### src/sv/ispc_pkg.sv
`timescale 1ns / 1ps
`default_nettype none
// ----------------------------------------------------------------------------
// ispc_pkg: shared types and constants
// Widths, register indexes and the lane control struct of the
// inverse-square potential cost block.
// ----------------------------------------------------------------------------
package ispc_pkg;

    localparam int COORD_W   = 16;
    localparam int NUM_COORD = 4;
    localparam int SRC_W     = COORD_W * NUM_COORD;
    localparam int DIFF_W    = COORD_W + 1;
    localparam int PROD_W    = 32;
    localparam int D2_W      = 34;
    localparam int TERM_W    = 18;
    localparam int TOTAL_W   = 21;
    localparam int STEP_W    = 5;
    localparam int CFG_IDX_W = 3;

    // Cap of one term, 1000.0 in unsigned Q.8.
    localparam logic [TERM_W-1:0] CAP_TERM = 18'd256000;

    // Below this squared distance the reciprocal of 2^24 exceeds the cap.
    localparam logic [D2_W-1:0] CAP_D2_LIMIT = 34'd66;

    // Above the cap limit the quotient has at most 18 bits, so the
    // divider starts with the top seven dividend bits (2^24 >> 18).
    localparam logic [STEP_W-1:0] DIV_STEPS = 5'd18;
    localparam logic [D2_W-1:0]   REM_INIT  = 34'd64;

    localparam logic [CFG_IDX_W-1:0] REG_SOURCE_COUNT = 3'd0;
    localparam logic [CFG_IDX_W-1:0] REG_SOURCE_BASE  = 3'd1;

    typedef logic [TERM_W-1:0]  term_t;
    typedef logic [TOTAL_W-1:0] total_t;
    typedef logic [SRC_W-1:0]   source_t;

    typedef struct packed {
        logic       clear;
        logic       mul_en;
        logic       acc_en;
        logic       div_init;
        logic       div_step;
        logic [1:0] dim;
    } lane_ctrl_t;

endpackage
`default_nettype wire

### src/sv/ispc_lane.sv
`timescale 1ns / 1ps
`default_nettype none
// ----------------------------------------------------------------------------
// ispc_lane: one source lane
// Accumulates the squared distance one coordinate per cycle, then runs a
// restoring division of 2^24 by it, one quotient bit per cycle.
// ----------------------------------------------------------------------------
module ispc_lane
(
    input  wire logic                clk,
    input  wire ispc_pkg::lane_ctrl_t ctrl,
    input  wire logic [15:0]         query_coord,
    input  wire ispc_pkg::source_t   source,
    output ispc_pkg::term_t          term
);
    import ispc_pkg::*;

    logic signed [COORD_W-1:0] src_coord;
    logic signed [DIFF_W-1:0]  diff;
    logic [PROD_W-1:0]         prod_reg;
    logic [D2_W-1:0]           d2_reg;
    logic [D2_W-1:0]           rem_reg;
    logic [TERM_W-1:0]         quo_reg;
    logic                      cap_reg;
    logic [D2_W:0]             rem_shift;
    logic                      q_bit;

    always_comb
    begin
        case (ctrl.dim)
            2'd0:    src_coord = source[15:0];
            2'd1:    src_coord = source[31:16];
            2'd2:    src_coord = source[47:32];
            2'd3:    src_coord = source[63:48];
            default: src_coord = source[15:0];
        endcase
    end

    assign diff      = $signed({query_coord[15], query_coord}) -
                       $signed({src_coord[15], src_coord});
    assign rem_shift = {rem_reg, 1'b0};
    assign q_bit     = (rem_shift >= {1'b0, d2_reg});

    always_ff @(posedge clk)
    begin
        if (ctrl.mul_en)
        begin
            prod_reg <= PROD_W'(diff * diff);
        end
        if (ctrl.clear)
        begin
            d2_reg <= '0;
        end
        else if (ctrl.acc_en)
        begin
            d2_reg <= d2_reg + D2_W'(prod_reg);
        end
        if (ctrl.div_init)
        begin
            rem_reg <= REM_INIT;
            quo_reg <= '0;
            cap_reg <= (d2_reg < CAP_D2_LIMIT);
        end
        else if (ctrl.div_step)
        begin
            rem_reg <= q_bit ? D2_W'(rem_shift - {1'b0, d2_reg}) : D2_W'(rem_shift);
            quo_reg <= {quo_reg[TERM_W-2:0], q_bit};
        end
    end

    assign term = cap_reg ? CAP_TERM : quo_reg;

    // The partial remainder stays below the divisor through every step.
    a_rem_below_divisor: assert property (@(posedge clk)
        ctrl.div_step && !cap_reg |-> rem_reg < d2_reg)
        else $error("lane remainder not below divisor");

endmodule
`default_nettype wire

### config.mk
export PLATFORM = sky130hd
export DESIGN_NAME = ispc_lane
export DESIGN_NICKNAME = d
export VERILOG_FILES = /design/src/sv/ispc_pkg.sv /design/src/sv/ispc_lane.sv
export SDC_FILE = /design/constraint.sdc
export NUM_CORES = 1
export LEC_CHECK = 0
export BUFFER_PORTS_ARGS = -buffer_cell sky130_fd_sc_hd__buf_4
export CAP_MARGIN = 20
export CORE_ASPECT_RATIO = 1.2
export CORE_MARGIN = 2
export CORE_UTILIZATION = 58
export DETAILED_ROUTE_END_ITERATION = 8
export PLACE_DENSITY_LB_ADDON = 0.2
export SLEW_MARGIN = 20
export SYNTH_ARGS = -nofsm -noshare
export SYNTH_HDL_FRONTEND = slang
export SYNTH_SLANG_ARGS = --single-unit
### constraint.sdc
create_clock -name clk -period 9.9 [get_ports clk]
set_input_delay 0 -clock clk [delete_from_list [all_inputs] [get_ports clk]]
set_output_delay 0 -clock clk [all_outputs]
set_load 0.01 [all_outputs]
==> out/summary.txt <==
Fin. max-slew vios - 0
Commonest non-fill, non-tap cell in the layout - inv_1
Layout area overhead - 9.834%
CP Launch Type - primary input
Mean post-synth cell area - 8.959 µm²
Req. time, crit path - 10.06 ns
Root buffer cell - clkbuf_16
Vias per cell - 5.619
Simple logic cell fraction of the synthesized area - 13.26%
Main area contributors after synthesis - fa_1 (29%), ha_1 (11%), dfxtp_1 (9.5%), inv_1 (7.6%), edfxtp_1 (5.3%)
Share of layout cells above drive strength 1 - 9.967%
Post-synthesis adder-cell area fraction - 39.60%
WL/cell - 16.37 µm
RSZ-0062 raised after global routing - false
H-tree depth - 4
Clock Skew - 0.01025 ns
Synth Area in Compound Gates - 13.32%
Die area - 32760 µm²
Reg2reg start - d2_reg[1]$_SDFFE_PP0P_
CTS tree - yes
Maximum clock rate - 112.8 MHz
Non-filler instance count after layout - 2528
Die Width - 165.6 µm
Gr ovfl total - 0
Reg2reg end - rem_reg[6]$_SDFFE_PP1P_
Placer Congestion - 0.9478
Placed cell count - 2495
Fin util - 64.18%
Syn Nets - 2535
Largest family of logic cells by synthesized area - adder cells
TritonCTS Sinks - 118
# DRC - 0
Setup TNS - 0 ns
CP bufs+invs - 7
Row cnt - 71
Max incr delay on CP - 0.54 ns
Postcts setup bufs - 0
Hold path start - ctrl[5]
Crit-path leading delay family - adder cells
Via count - 14204
Min cycle time layout - 8.862 ns
Sequential cell area fraction in the yosys report - 14.76%
ANT nets after route - 0
Max stage delay cell, worst path - mux4_2
Synth cell types - 80
Area share of the largest cell type after synthesis - 28.65%
CTS Buf Count - 17
Post-synthesis register bit count - 118
Top FF cell, synth - dfxtp_1
Crit path kind - primary input to flop
Syn. warnings - 0
Syn Std Cell Area - 18170 µm²
Asr flop ratio synth - 0%
Layout Nets - 2621
Crit. End Element - flop
Final setup fails - 0
Filler cell count - 2648
Port Buffer Count - 105
Max-slew headroom - 37.45%
Dpl hpwl - 34390 µm
IO Count - 106
FF-to-FF path depth - 12
Hold path cells - 1
Worst R2R Setup Slack - 5.94 ns
Worst-Margin Slew - 0.9382 ns
Max cap viols - 0
Clock-pin slew on the worst setup and hold paths - 0.06 ns
Routed wire length - 41380 µm
Vert. Die Dim - 197.9 µm
Gr usage total - 26.68%
Fin crit share - 89.52%
EDFF count, synth - 32
Ant diodes - 0
Max Fanout on Critical Path - 16
WP data arrival - 9.02 ns
Largest net degree at the start of global routing - 88
Vias in the first global route - 15067
Core area - 31090 µm²
Starting Density - 58.43%
Most frequent cells in the layout - inv_1 (369), fa_1 (260), nor2_1 (234)
Synthesized-area fraction occupied by xor and xnor cells - 4.965%
Hold crit path type - primary input to flop
Area leader, netlist - fa_1
Post-synthesis mux area share - 4.972%
Pre-antenna DRT Iters - 5
Drt first-iter violations - 803
CTS Buffer Depth - 2
Most used cell, CP - fa_1
Final hold violations - 0
Hold Crit Endpoint - prod_reg[7]$_DFFE_PP_
Status - completed
First-pass GRT wire length - 69670 µm
Clk_lat worst skew - 0.42 ns
Mapped Cells - 2028
Initial antenna violation count - 0
-- synth_stat cells, drive strengths merged, types with 14 or more instances --
master  instances
a211oi         41
a21o           44
a21oi          71
a31oi          19
buf            16
clkbuf         46
dfxtp          86
edfxtp         32
fa            260
ha            159
inv           371
mux2i          52
mux4           16
nand2         130
nand2b         18
nand3          22
nor2          234
nor2b          28
nor3           28
o21a           21
o21ai          58
or2            14
xnor2          74
xor2           29
-- worst max path at each step --
| stage | from | end | slack [ns] | cells past startpoint |
|---|---|---|---|---|
| 2_1_floorplan | ctrl[1] | prod_reg[31]$_DFFE_PP_ | 0.65 | 34 |
| 3_3_place_gp | ctrl[1] | prod_reg[31]$_DFFE_PP_ | 0.88 | 31 |
| 3_5_place_dp | ctrl[1] | prod_reg[31]$_DFFE_PP_ | 0.57 | 34 |
| 4_1_cts | ctrl[1] | prod_reg[31]$_DFFE_PP_ | 1.00 | 31 |
| 5_1_grt | ctrl[1] | prod_reg[31]$_DFFE_PP_ | 0.31 | 31 |
| 6_report | ctrl[1] | prod_reg[31]$_DFFE_PP_ | 1.04 | 34 |
-- metrics by stage --
step,setup WS [ns],hold slack (ns),cell area [µm²]
after global placement,0.8767,0.4207,19380
after CTS,1.004,0.02228,19960
after detailed placement,0.5675,0.4349,19380
after global routing,0.3087,0.03449,19960
final,1.038,0.02136,19960
after floorplan,0.6521,0.1125,18170
-- area by class of cell --
cell class                      instances  area [µm²]  area share [%]
Sequential cell                       118        2683           13.44
Timing Repair Buffer                  129       970.9           4.866
Inverter                              374        1404           7.035
Clock buffer                           24       493.0           2.470
Tap cell                              401       501.7           2.514
Clock inverter                          8       73.82          0.3699
Multi-Input combinational cell       1474       13830           69.30
-- kinds of logic (layout without fill, tap and decap cells) --
| logic type | Yosys count | in the layout |
|---|---|---|
| simple gates | 535 | 535 |
| buf+inv | 436 | 535 |
| fa+ha+maj | 419 | 419 |
| compound gates | 347 | 347 |
| flops | 118 | 118 |
| xor+xnor | 103 | 103 |
| mux | 70 | 70 |
-- repair_timing --
item,CTS,global route
hold endpoints to repair,1,0
resized for setup,0,0
hold buffers,1,0
endpoints found under the setup margin,0,0
-- layer usage --
metal | track usage, % | wire length, µm | vias up
li1 | - | - | 6836
met1 | 31.57 | 16590 | 6861
met2 | 49.70 | 21740 | 403
met3 | 2.597 | 1606 | 104
met4 | 9.610 | 1443 | 0
met5 | 0 | 0 | -
-- worst register-to-register path, delay by kind of cell, from the launching register on --
kind,cells,cell delay (ns)
fa+ha+maj,1,0.33
compound gates,6,1.77
buf+inv,2,0.58
flops,1,0.46
simple gates,2,0.45
mux,1,0.26
Power is left out: the tool's default activity adds up to more than one toggle a clock period on the data nets, which glitch-free logic cannot reach.
