--- src/sv/ispc_pkg.sv ---
`timescale 1ns / 1ps
`default_nettype none
// ----------------------------------------------------------------------------
// ispc_pkg: shared types and constants
// Widths, register indexes and the lane control struct of the
// inverse-square potential cost block.
// ----------------------------------------------------------------------------
package ispc_pkg;

    localparam int COORD_W   = 16;
    localparam int NUM_COORD = 4;
    localparam int SRC_W     = COORD_W * NUM_COORD;
    localparam int DIFF_W    = COORD_W + 1;
    localparam int PROD_W    = 32;
    localparam int D2_W      = 34;
    localparam int TERM_W    = 18;
    localparam int TOTAL_W   = 21;
    localparam int STEP_W    = 5;
    localparam int CFG_IDX_W = 3;

    // Cap of one term, 1000.0 in unsigned Q.8.
    localparam logic [TERM_W-1:0] CAP_TERM = 18'd256000;

    // Below this squared distance the reciprocal of 2^24 exceeds the cap.
    localparam logic [D2_W-1:0] CAP_D2_LIMIT = 34'd66;

    // Above the cap limit the quotient has at most 18 bits, so the
    // divider starts with the top seven dividend bits (2^24 >> 18).
    localparam logic [STEP_W-1:0] DIV_STEPS = 5'd18;
    localparam logic [D2_W-1:0]   REM_INIT  = 34'd64;

    localparam logic [CFG_IDX_W-1:0] REG_SOURCE_COUNT = 3'd0;
    localparam logic [CFG_IDX_W-1:0] REG_SOURCE_BASE  = 3'd1;

    typedef logic [TERM_W-1:0]  term_t;
    typedef logic [TOTAL_W-1:0] total_t;
    typedef logic [SRC_W-1:0]   source_t;

    typedef struct packed {
        logic       clear;
        logic       mul_en;
        logic       acc_en;
        logic       div_init;
        logic       div_step;
        logic [1:0] dim;
    } lane_ctrl_t;

endpackage
`default_nettype wire

--- src/sv/ispc_merge.sv ---
`timescale 1ns / 1ps
`default_nettype none
// ----------------------------------------------------------------------------
// ispc_merge: term accumulator
// Loads the lane terms into a shift line and adds one per cycle.
// ----------------------------------------------------------------------------
module ispc_merge
#(
    parameter int MAX_SOURCES = 6
)
(
    input  wire logic                clk,
    input  wire logic                rst_n,
    input  wire logic                load,
    input  wire ispc_pkg::term_t     terms [MAX_SOURCES],
    input  wire logic [MAX_SOURCES-1:0] active,
    output logic                     done,
    output ispc_pkg::total_t         total
);
    import ispc_pkg::*;

    localparam int CNT_W = $clog2(MAX_SOURCES + 1);

    term_t             sh_reg [MAX_SOURCES];
    total_t            acc_reg;
    logic [CNT_W-1:0]  cnt_reg;
    logic [CNT_W-1:0]  cnt_next;
    logic              done_reg;
    logic              done_next;

    always_comb
    begin
        cnt_next  = cnt_reg;
        done_next = 1'b0;
        if (load)
        begin
            cnt_next = CNT_W'(MAX_SOURCES);
        end
        else if (cnt_reg != '0)
        begin
            cnt_next  = cnt_reg - 1'b1;
            done_next = (cnt_reg == CNT_W'(1));
        end
    end

    always_ff @(posedge clk or negedge rst_n)
    begin
        if (!rst_n)
        begin
            cnt_reg  <= '0;
            done_reg <= 1'b0;
        end
        else
        begin
            cnt_reg  <= cnt_next;
            done_reg <= done_next;
        end
    end

    always_ff @(posedge clk)
    begin
        if (load)
        begin
            acc_reg <= '0;
            for (int i = 0; i < MAX_SOURCES; i++)
            begin
                sh_reg[i] <= active[i] ? terms[i] : '0;
            end
        end
        else if (cnt_reg != '0)
        begin
            acc_reg <= acc_reg + TOTAL_W'(sh_reg[0]);
            for (int i = 0; i < MAX_SOURCES - 1; i++)
            begin
                sh_reg[i] <= sh_reg[i+1];
            end
            sh_reg[MAX_SOURCES-1] <= '0;
        end
    end

    assign done  = done_reg;
    assign total = acc_reg;

    a_load_count: assert property (@(posedge clk) disable iff (!rst_n)
        load |=> cnt_reg == CNT_W'(MAX_SOURCES))
        else $error("merge count not loaded");

    a_done_at_end: assert property (@(posedge clk) disable iff (!rst_n)
        done_reg |-> cnt_reg == '0 && $past(cnt_reg) == CNT_W'(1))
        else $error("merge done outside the last step");

    a_no_early_load: assert property (@(posedge clk) disable iff (!rst_n)
        load |-> cnt_reg == '0)
        else $error("merge loaded while busy");

endmodule
`default_nettype wire

--- config.mk ---
export PLATFORM = sky130hd
export DESIGN_NAME = ispc_merge
export DESIGN_NICKNAME = d
export VERILOG_FILES = /design/src/sv/ispc_pkg.sv /design/src/sv/ispc_merge.sv
export SDC_FILE = /design/constraint.sdc
export NUM_CORES = 1
export LEC_CHECK = 0
export BUFFER_PORTS_ARGS = -buffer_cell sky130_fd_sc_hd__buf_2
export CAP_MARGIN = 5
export CORE_ASPECT_RATIO = 1.1
export CORE_MARGIN = 2
export CORE_UTILIZATION = 33
export CTS_BUF_LIST = sky130_fd_sc_hd__clkbuf_8
export CTS_CLUSTER_DIAMETER = 150
export DETAILED_ROUTE_END_ITERATION = 16
export GPL_TIMING_DRIVEN = 0
export PLACE_DENSITY = 0.49
export SYNTH_ARGS = -nofsm -noshare
export SYNTH_HDL_FRONTEND = slang
export SYNTH_SLANG_ARGS = --single-unit
--- constraint.sdc ---
create_clock -name clk -period 4.22 [get_ports clk]
set_input_delay 0.844 -clock clk [delete_from_list [all_inputs] [get_ports clk]]
set_output_delay 0.844 -clock clk [all_outputs]
set_load 0.02 [all_outputs]
==> results of run 1 <==
-- cells by family after synthesis --
family	share of synthesized area, %
compound gates	7.989
mux	0.6548
buf+inv	3.274
simple gates	26.27
xor+xnor	1.310
flops	56.28
fa+ha+maj	4.228
-- power groups by stage --
| stage | combinational (W) | sequential, W | clock [W] |
|---|---|---|---|
| 2_1_floorplan | 0.000561 | 0.00178 | 0 |
| 3_3_place_gp | 0.000875 | 0.00173 | 0 |
| 3_5_place_dp | 0.000896 | 0.00174 | 0 |
| 4_1_cts | 0.000899 | 0.00171 | 0.00106 |
| 5_1_grt | 0.000999 | 0.00173 | 0.00111 |
| 6_report | 0.000891 | 0.00170 | 0.00103 |
-- worst max-delay path, cell delays in order (launching register included) --
cell and delay, ns:
dfrtp_1 0.38, inv_1 0.12, ha_1 0.24, nand2b_1 0.07
buf_2 0.18, nor2_1 0.54, inv_4 0.45, buf_16 0.34
-- layout make-up --
class / count / share of cell area, %
Timing Repair Buffer: 134 / 8.577
Buffer: 45 / 2.477
Multi-Input combinational cell: 502 / 33.47
Tap cell: 252 / 3.902
Clock buffer: 17 / 2.895
Sequential cell: 133 / 46.57
Inverter: 5 / 0.2632
Clock inverter: 14 / 1.719
Antenna cell: 4 / 0.1239
-- layer usage --
| layer | up-vias | wire length, um | global-route usage, % |
|---|---|---|---|
| li1 | 2740 | - | - |
| met1 | 2476 | 6490 | 17.27 |
| met2 | 147 | 8647 | 28.71 |
| met3 | 21 | 1221 | 5.326 |
| met4 | 4 | 276 | 5.571 |
| met5 | - | 30 | 0 |
-- Yosys cell counts, types with 2 or more instances --
library cell,n,area [um^2]
a31oi_1,2,12.51
nor2_1,19,71.32
nor3_1,3,15.01
o21a_1,2,15.01
o31ai_1,4,30.03
nand2_1,222,833.3
buf_2,13,65.06
ha_1,21,262.8
buf_4,2,15.01
a21oi_1,18,90.09
a21o_1,3,22.52
or4_1,2,15.01
o21ai_0,5,25.02
o21ai_1,11,55.05
dfrtp_1,4,100.1
a21oi_2,2,17.52
edfxtp_1,108,3243
o21bai_1,3,22.52
mux2_1,3,33.78
dfxtp_1,21,420.4
xnor2_1,9,78.83
nor2b_1,4,25.02
and2_1,2,12.51
nand4_1,6,37.54
clkbuf_1,23,86.33
and4_1,2,17.52
o41ai_2,2,32.53
or3_1,2,12.51
a211oi_2,3,37.54
nand3_1,103,515.5
and3_1,21,131.4
a211oi_1,2,15.01
inv_1,4,15.01
nor4b_1,4,35.03
buf_1,6,22.52
-- per-stage QoR --
| step | cells | setup TNS, ns | util (%) | setup WS (ns) | hold WS [ns] |
|---|---|---|---|---|---|
| after CTS | 1102 | 0 | 40.63 | 1.536 | 0.1559 |
| after global routing | 1104 | 0 | 40.66 | 1.357 | 0.1605 |
| after floorplan | 685 | 0 | - | 0.7072 | 0.4596 |
| final | 1106 | 0 | 40.68 | 1.577 | 0.1930 |
| after global placement | 1070 | -47.22 | 38.61 | -0.4443 | 0.4620 |
| after detailed placement | 1071 | 0 | 38.76 | 1.375 | 0.4704 |
-- worst max-delay path by stage --
stage,from,end,slack [ns],cells after the start
after floorplan,cnt_reg[0],sh_reg[0][0],0.71,6
after global placement,load,sh_reg[5][3],-0.44,3
after detailed placement,load,sh_reg[0][3],1.37,7
after CTS,cnt_reg[0],sh_reg[2][16],1.54,9
after global routing,cnt_reg[0],sh_reg[0][2],1.36,9
final,cnt_reg[0],sh_reg[3][8],1.58,7
==> flow_results.org, run 1 <==
** Yosys
- Counting flops with a built-in enable in the synthesized netlist gives 108.
- Distinct cell type count after synthesis :: 59
- The synthesized netlist occupies a cell area of 0.006688 mm^2.
- The average instance in the mapped netlist occupies 9.763 um^2.
- After technology mapping, the gate count stands at 685.
- Sequential elements use 56.28% of the synthesized area.
- In the synthesized netlist the dominant register cell turns out to be edfxtp_1.
- During synthesis, Yosys emitted a total of 0 warnings.
- In the synthesized netlist the async set-or-reset flop fraction comes to 3.008%.
- Synthesized flop and latch total :: 133
- Synthesis produced a netlist with a net count of 824.

** CTS
- Clock-pin slew on the worst setup and hold paths :: 0.08 ns
- Number of buffers added to fix hold violations after cts :: 0
- Clock network latency to the later pin of the worst-skew pair :: 0.45 ns
- TritonCTS built the clock tree.
- Clock Tree Buf Depth :: 2
- Number of buffers created by CTS :: 17
- Gates resized during post-CTS repair numbered 0.
- In this run the clock root is driven by a clkbuf_8.
- Number of sinks driven by the clock tree :: 133
- Post-CTS timing repair inserted 0 buffers for setup.
- The H-tree was split into 4 levels.

** Power and ir drop
- Total power :: 0.003622 W
- The analysis attributes to cell leakage a power of 3.793 nW.
- Of the total power, the share spent switching nets is 31.64%.
- IR Drop Worst-Case VDD :: 0.0002032 V
- Net switching power figure :: 0.001146 W
- Gate power share :: 24.6%
- Dividing total power by cell area gives a power density of 448.2 mW/mm^2.
- In this run, flip-flops and latches consume 47.0% of the power.
- Internal power comes to 0.002476 W.
- The clock network burns 28.4% of the power.

** Timing
- Across the routed clock network, the largest skew measured is 0.01071 ns.
- The routed design could run at a clock period as short as 2.643 ns.
- Worst slew pin tran :: 0.7319 ns
- Tightest slew margin relative to the limit :: 51.21%
- The final count of pins violating max slew came to 0.
- Number of setup violations in the final report :: 0
- Based on the critical path, the design can be clocked at up to 378.4 MHz.
- Post-route fraction of the period consumed by the critical path :: 62.62%
- The final hold violation count was 0.
- Setup repair after global routing missed its margin :: no

** Global routing
- Number of antenna violations at the first check in global routing :: 6
- Number of global-route vias before repair :: 5479
- For this run, the total global-route usage over all layers was measured as 15.88%.
- GR Overflow Total :: 0
- Largest net degree at the start of global routing :: 58
- Wire length of the first global-routing pass :: 26670 um

** Floorplan
- The floorplan has 54 rows.
- The die covers 0.02142 mm^2.
- The region available for standard cell placement spans 0.01986 mm^2.
- Number of top-level pins :: 139
- For this configuration, the core starts out at a cell density of 33.67%.
- Height of the die :: 153.3 um
- Chip Width :: 139.7 um

** Final layout
- After the last flow step, the layout net total stands at 977.
- Layout cells sized above 1 :: 23.18%
- Fill cells in the final layout number 2013.
- Number of flip-flops in the largest register :: 108
- Cell area after layout :: 0.008082 mm^2
- In the final layout, flip-flops and latches occupy 0.003764 mm^2.
- Summing all multi-input logic gate instances after layout gives 0.002705 mm^2.
- From synthesis to final layout, the design area changed by 20.84%.
- In the layout the commonest cells are 222 x nand2_1, 146 x buf_2, 108 x edfxtp_1.
- Leaving out fill and tap cells, the most frequent cell in the layout is nand2_1.

** Placement
- After legalization and detailed placement, the total HPWL measured 12890 um.
- Count of port buffers added during placement :: 133
- The congestion estimate from routability-driven global placement came to 0.8683.
- Placed inst area :: 0.007699 mm^2

** Worst setup path
- Endpoint of the worst-slack reg-to-reg timing path :: sh_reg[3][8]
- CP Max Fanout :: 57
- Slack of the worst reg-to-reg path :: 1.58 ns
- STA puts the critical path data required time at 4.39 ns.
- STA classifies the critical path endpoint as a register.
- Arr. time, crit path :: 2.81 ns
- STA classifies the critical path startpoint as a register.
- For the worst flop-to-flop path, the logic depth is 7.
- The worst register-to-register path begins at cnt_reg[0].
- Setup Crit Path Kind :: reg2reg

** Drt
- After detailed routing, the total wire length is 16670 um.
- First-pass detailed-route iteration total :: 4
- Vias per cell :: 4.872
- DR vias :: 5388
- Remaining number of nets flagged by the antenna check after routing :: 0
- Number of violations reported at the end of detailed-routing iteration 0 :: 312
- After detailed routing, the number of remaining DRC violations is 0.
- Dividing the detail-routed wire length by the instance count gives 15.07 um.

** Run status
- The flow ran to the end, and the final reports show no timing, DRC or antenna violations.

** Min path
- In this run the worst hold path is classified as in2async.

** Run
- Count of max-cap constraint violations :: 0
No activity file was read; power rests on OpenSTA's default activity.
==> run 2, diff against run 1 <==
clock period = 2.5 ns   (was 4.22 ns; I/O delays follow)
==> run 2 against run 1 <==
  * Die area unchanged
  * Sequential share of layout area fell by 0.86 points
  * Total power rose by 77%
  * Count of clock-buffer cells in the layout did not move
  * Final cell count increased by 0.54%
  * Hold slack gained 0.16 ns
  * Routed wire length grew 3.1%
  * Sequential cell count stayed put
  * Via count increased by 1.1%
  * Clock power up 94%
  * Setup slack lost 1.5 ns
  * Non-clock buffer count up 4
  * Largest power group unchanged
==> flow_results.org, run 2 (synthesized netlist as in run 1, its figures left out) <==
** Run status
- Outcome :: completed

** Placement
- Placed inst area :: 0.007739 mm^2
- Summed over all nets, the half-perimeter wirelength after detailed placement is 13140 um.
- Weighted congestion at the end of routability-driven global placement :: 0.7960
- Instance count after placement with tap cells included :: 1072
- Count of port buffers added during placement :: 133

** Global routing
- Number of global-route vias before repair :: 5477
- After global routing the overflow that remains totals 0.
- The first global-routing pass estimated 27260 um of wire.
- Across every metal layer, demand over resource in global routing totals 16.29%.
- Number of antenna violations at the first check in global routing :: 4
- Entering global routing, the biggest net connects 35 pins.

** Power and ir drop
- Of the total power, registers draw 44.9%.
- Internal power comes to 0.004485 W.
- For this design the ratio of total power to cell area is 777.8 mW/mm^2.
- Gate power share :: 23.9%
- Leakage dissipation :: 3.871 nW
- Net Sw Frac :: 29.98%
- Net switching power figure :: 0.001920 W
- Clock power frac :: 31.2%
- IR Drop Worst-Case VDD :: 0.0003424 V

** Drt
- First-pass detailed-route iteration total :: 4
- For this run, design rule violations remaining after detail routing come to 0.
- In this run the remaining antenna-violating nets after routing total 0.
- Summed over all layers, the routed wires come to 17190 um.
- DR vias :: 5446
- Number of violations reported at the end of detailed-routing iteration 0 :: 209
- In the routed layout, each cell is associated on average with a via count of 4.897.
- Routed wirelength normalized by instance count :: 15.46 um

** Floorplan
- For this configuration, the core starts out at a cell density of 33.67%.
- Height of the die :: 153.3 um
- Number of top-level pins :: 139
- The floorplan has 54 rows.
- The die covers 0.02142 mm^2.
- Floorplan core area :: 0.01986 mm^2
- Chip Width :: 139.7 um

** Worst setup path
- Data arrives at the worst endpoint at 2.75 ns.
- Worst path bufs/invs :: 1
- In this design, the critical path's most frequently occurring cell is a21oi_4.
- Cells along the critical path :: ha_1 -> fa_1 -> a21o_2 -> a21oi_4 -> nand2_1 -> a21oi_4 -> buf_4 -> mux2i_1 -> a211o_1
- Critical path capture point type :: register
- Setup Crit Path Kind :: reg2reg
- Required arrival time at the worst endpoint :: 2.84 ns
- Kind of cell with the highest combined delay on the critical path :: compound AO/OA/AOI/OAI gates
- CP Max Fanout :: 3
- The slowest stage of the critical path belongs to the cell fa_1.
- STA classifies the critical path startpoint as a register.
- On the worst path, the slowest cell contributes a delay of 0.42 ns.

** Final layout
- Final-layout fill cell count :: 2033
- Area growth syn-to-layout :: 23.12%
- The count of cells in the finished layout, fillers not included, comes to 1112.
- Commonest cells after routing, fill and taps aside :: 221 x nand2_1, 145 x buf_2, 108 x edfxtp_1
- The register with the most flip-flops in the layout has 108 of them.
- Number of nets in the layout :: 983
- Of the cells placed in the final design, the portion with a size suffix greater than 1 is 24.18%.
- After routing the design area is 0.008234 mm^2.
- Most frequent standard cell in the layout excluding fill and tap cells :: nand2_1

** CTS
- The root buffer cell chosen for the clock tree is clkbuf_8.
- The clock tree synthesis step divided the H-tree into 4 levels.
- The clock passes through at most 2 buffers.
- Clock-pin slew was measured on the worst setup and hold paths at 0.08 ns.
- At the later pin of the worst-skew pair, clock insertion delay measures 0.44 ns.
- TritonCTS clock tree :: done
- CTS saw 133 sinks.
- Clock tree synthesis inserted a total of 17 buffers.

** Timing
- For the final database, setup skew stands at 0.01373 ns.
- Setup violations remaining at the end of the flow were counted as 0.
- Setup repair after global routing left no endpoint under its margin.
- Based on the critical path, the design can be clocked at up to 416.0 MHz.
- Headroom to the max-slew limit came out at 60.99%.
- The final hold violation count was 0.
- The final count of pins violating max slew is 0.
- After layout, the minimum clock period comes to 2.404 ns.
- Worst slew pin tran :: 0.5851 ns
- Dividing the final minimum period by the clock period gives 96.15%.
- Min Hold Slack :: 0.3525 ns

** Run
- Max-cap violations in this run came to 0.

** Min path
- Path class of the lowest-slack min-delay path :: in2reg
[run 2: power groups by stage]
| stage | clock (W) | combinational (W) | sequential [W] |
|---|---|---|---|
| after global placement | 0 | 0.00149 | 0.00292 |
| after CTS | 0.00204 | 0.00153 | 0.00288 |
| after detailed placement | 0 | 0.00152 | 0.00293 |
| after floorplan | 0 | 0.000954 | 0.00301 |
| after global routing | 0.00213 | 0.00172 | 0.00291 |
| final | 0.00200 | 0.00153 | 0.00288 |
[run 2: final cells by class]
class / count / area, um^2 / share of cell area (%)
Timing Repair Buffer: 138 / 730.7 / 8.874
Sequential cell: 133 / 3764 / 45.71
Tap cell: 252 / 315.3 / 3.829
Buffer: 45 / 210.2 / 2.553
Antenna cell: 4 / 10.01 / 0.1216
Clock buffer: 17 / 234.0 / 2.842
Inverter: 5 / 22.52 / 0.2735
Multi-Input combinational cell: 502 / 2743 / 33.31
Clock inverter: 14 / 192.7 / 2.340
Timing Repair inverter: 2 / 12.51 / 0.1520
[run 2: what timing repair did]
item                                    CTS  global route
cloned                                    1             1
endpoints found under the hold margin     4             0
hold buffers                              1             0
resized for setup                         2             6
endpoints found under the setup margin  133           157
buffers inserted                          0             2
pin swaps                                 1             1
[run 2: worst min-delay path, stage by stage]
cell and delay (ns):
buf_2 0.07, nand3_1 0.06, nand2_1 0.06
[run 2: routing by layer]
layer | up-vias | part of all wire [%] | GRT usage [%] | wire length (um)
li1 | 2752 | - | - | -
met1 | 2526 | 40 | 17.87 | 6887
met2 | 141 | 52 | 29.71 | 8984
met3 | 25 | 5.6 | 4.887 | 969
met4 | 2 | 1.9 | 5.714 | 333
met5 | - | 0.076 | 0 | 13
[run 2: through the flow]
stage / setup slack (ns) / total power, W / util, % / setup TNS [ns]
after floorplan: -0.4613 / 0.003961 / - / -49.82
after global placement: -1.344 / 0.004413 / 38.76 / -145.01
after detailed placement: -0.4237 / 0.004450 / 38.96 / -24.49
after CTS: -0.1073 / 0.006452 / 41.23 / -5.015
after global routing: 0.01156 / 0.006761 / 41.41 / 0
final: 0.09635 / 0.006405 / 41.45 / 0
[run 2: final timing paths]
path,start,endpoint,slack (ns),cells past startpoint
setup reg to reg,sh_reg[0][0],total[16],0.1,9
max in group asynchronous,rst_n,done,1.99,2
hold / removal,terms[105],sh_reg[0][15],0.35,3
setup / recovery,sh_reg[0][0],total[16],0.1,9
min in group asynchronous,rst_n,cnt_reg[2],0.39,2
hold reg to reg,total[15],total[15],0.48,2
==> run 3, diff against run 2 <==
PLACE_DENSITY = not set   (was 0.49)
==> run 3 against run 2 <==
  * Setup slack worse by 0.0046 ns
  * Final cell count down 0.18%
  * Via count down 2.9%
  * Critical path depth down 1
  * Routed wire length down 4.5%
  * Clock power down 8%
  * Global-route usage down 0.55 points
  * Sequential cell count unchanged
  * Critical endpoint is now total[14]
  * Largest power group unchanged
  * Highest routed layer unchanged
==> flow_results.org, run 3 (synthesized netlist as in run 1, its figures left out) <==
** Run status
- Outcome :: completed

** Timing
- Worst slew pin tran :: 0.5708 ns
- After routing, the total negative slack on setup checks comes to 0 ns.
- Setup violations remaining at the end of the flow were counted as 0.
- The final count of pins violating max slew is 0.
- Tightest slew margin relative to the limit :: 61.95%
- For this run, the top clock speed supported by timing is 415.2 MHz.
- Setup repair after global routing missed its margin :: yes
- For the final database, setup skew stands at 0.01241 ns.
- Counting I/O delays and the setup requirement, the final critical path takes 2.408 ns.
- The worst path uses 96.33% of the clock period.
- After layout, the worst setup slack is 0.09175 ns.
- Final hold violations :: 0
- Min Hold Slack :: 0.3561 ns

** Worst setup path
- Critical path capture point type :: register
- The worst setup path is launched from a register.
- Data on the critical path is required at its endpoint by 2.82 ns.
- By startpoint and endpoint, the worst setup path is classified as reg2reg.
- In this run the worst path has a maximum fanout of 5.
- Arr. time, crit path :: 2.73 ns

** Floorplan
- The floorplan step set the die height to 153.3 um.
- The die covers 0.02142 mm^2.
- Pin placement for this block handled 139 I/O pins.
- After floorplanning, the core was divided into 54 placement rows.
- The total area inside the core boundary comes to 0.01986 mm^2.
- Chip Width :: 139.7 um
- Initial Utilization :: 33.67%

** Global routing
- For this run, the total global-route usage over all layers was measured as 15.74%.
- Number of global-route vias before repair :: 5295
- Number of antenna violations at the first check in global routing :: 9
- Global routing finished with a remaining overflow of 0.
- Entering global routing, the biggest net connects 35 pins.
- The first global-routing pass estimated 26340 um of wire.

** Drt
- Number of design rule violations left after detail routing :: 0
- First-pass detailed-route iteration total :: 4
- Number of violations reported at the end of detailed-routing iteration 0 :: 242
- Vias per cell :: 4.762
- Remaining number of nets flagged by the antenna check after routing :: 0
- DR vias :: 5286
- Dividing the detail-routed wire length by the instance count gives 14.78 um.
- The final layout contains routed wiring with a total length of 16410 um.

** Final layout
- Commonest cells after routing, fill and taps aside :: 222 x nand2_1, 145 x buf_2, 108 x edfxtp_1
- Cell area after layout :: 0.008179 mm^2
- Relative to the synthesized area, the layout overhead comes to 22.30%.
- The register with the most flip-flops in the layout has 108 of them.
- Final-layout fill cell count :: 1995
- Layout cells sized above 1 :: 23.86%
- The library cell used most frequently in the layout, excluding fill and tap cells, is nand2_1.
- Number of nets in the layout :: 981

** CTS
- Number of sinks driven by the clock tree :: 133
- Buffers inserted by post-CTS timing repair :: 0
- Clock Tree Buf Depth :: 2
- Number of levels the H-tree was split into :: 4
- Library cell used as clock root buffer :: clkbuf_8
- Clock-pin slew on the worst setup and hold paths :: 0.08 ns
- TritonCTS built the clock tree.
- Number of buffers created by CTS :: 17
- The later pin in the worst-skew pair is clocked with a latency of 0.44 ns.

** Power and ir drop
- IR Drop Worst-Case VDD :: 0.0003868 V
- Portion of total power attributed to sequential cells :: 46.2%
- Per report_power, the combinational group accounts for 24.3% of the total.
- Clock power frac :: 29.5%
- In this run the power density over the cells is 761.7 mW/mm^2.
- The design draws 0.006230 W.
- Leakage dissipation :: 3.841 nW
- Net Sw Frac :: 31.09%
- For this design the total switching power over the nets is 0.001937 W.
- Internal power :: 0.004293 W

** Min path
- In this run the worst hold path is classified as in2reg.

** Placement
- Summing all placed instances gives a cell area of 0.007739 mm^2.
- The congestion estimate from routability-driven global placement came to 0.8391.
- DP Worst Slack :: -0.3653 ns
- Buffers placed on the I/O ports in this run total 133.
- Total half-perimeter wirelength after legalization and detailed placement :: 12500 um

** Run
- Across the run, the number of max-cap violations was 0.
-- run 3: changes by cell type in the layout (fill, tap and decap cells not counted), sizes merged --
cell	previous run	this run
clkinv	7	10
bufinv	5	3
diode	4	3
buf	158	156
-- run 3: per-stage QoR --
stage,instances,utilization (%)
2_1_floorplan,685,-
3_3_place_gp,1070,38.76
3_5_place_dp,1072,38.96
4_1_cts,1107,41.09
5_1_grt,1108,41.15
6_report,1110,41.18
-- run 3: per-layer routing --
metal  vias up  track usage (%)  routed length [um]
met4         8            4.286                 210
met3        27            6.516                1244
met5         -                0                  55
li1       2751                -                   -
met2       142            28.92                8523
met1      2358            16.47                6378
-- run 3: power by group through the flow --
stage / logic (W) / registers [W] / clock network (W)
floorplan: 0.000954 / 0.00301 / 0
global placement: 0.00149 / 0.00293 / 0
detailed placement: 0.00152 / 0.00293 / 0
CTS: 0.00153 / 0.00288 / 0.00188
global route: 0.00171 / 0.00292 / 0.00197
finish: 0.00152 / 0.00288 / 0.00184
-- run 3: worst paths after layout --
kind	start	to	slack, ns	depth (start not counted)
worst max-delay path	sh_reg[0][0]	total[14]	0.09	8
worst min-delay path	terms[59]	sh_reg[2][5]	0.36	3
worst max register to register	sh_reg[0][0]	total[14]	0.09	8
worst min register to register	total[15]	total[15]	0.47	2
max in group asynchronous	rst_n	cnt_reg[0]	2.00	2
min in group asynchronous	rst_n	done	0.38	2
-- run 3: critical path, stage by stage (launching register included) --
cell,delay [ns]
edfxtp_1,0.38
ha_1,0.24
fa_1,0.41
a21o_2,0.26
a21oi_2,0.18
nand2_1,0.14
a21oi_4,0.24
nor4_1,0.06
or3_1,0.38
-- run 3: layout make-up --
class	instances	area, um^2	share of cell area (%)
flip-flops and latches	133	3764	46.02
multi-input cells	502	2733	33.41
repair buffers	136	715.7	8.750
well taps	252	315.3	3.855
clock buffers	17	234.0	2.861
plain buffers	45	209.0	2.555
clock inverters	15	166.4	2.035
inverters	5	22.52	0.2754
repair inverters	2	12.51	0.1530
diodes	3	7.507	0.09179
-- run 3: repair_timing --
action	in CTS	in global routing
hold endpoints to repair	4	0
endpoints found under the setup margin	85	9
hold buffers	1	0
gates resized for setup	2	2
pin swaps	0	0
gates cloned	2	0
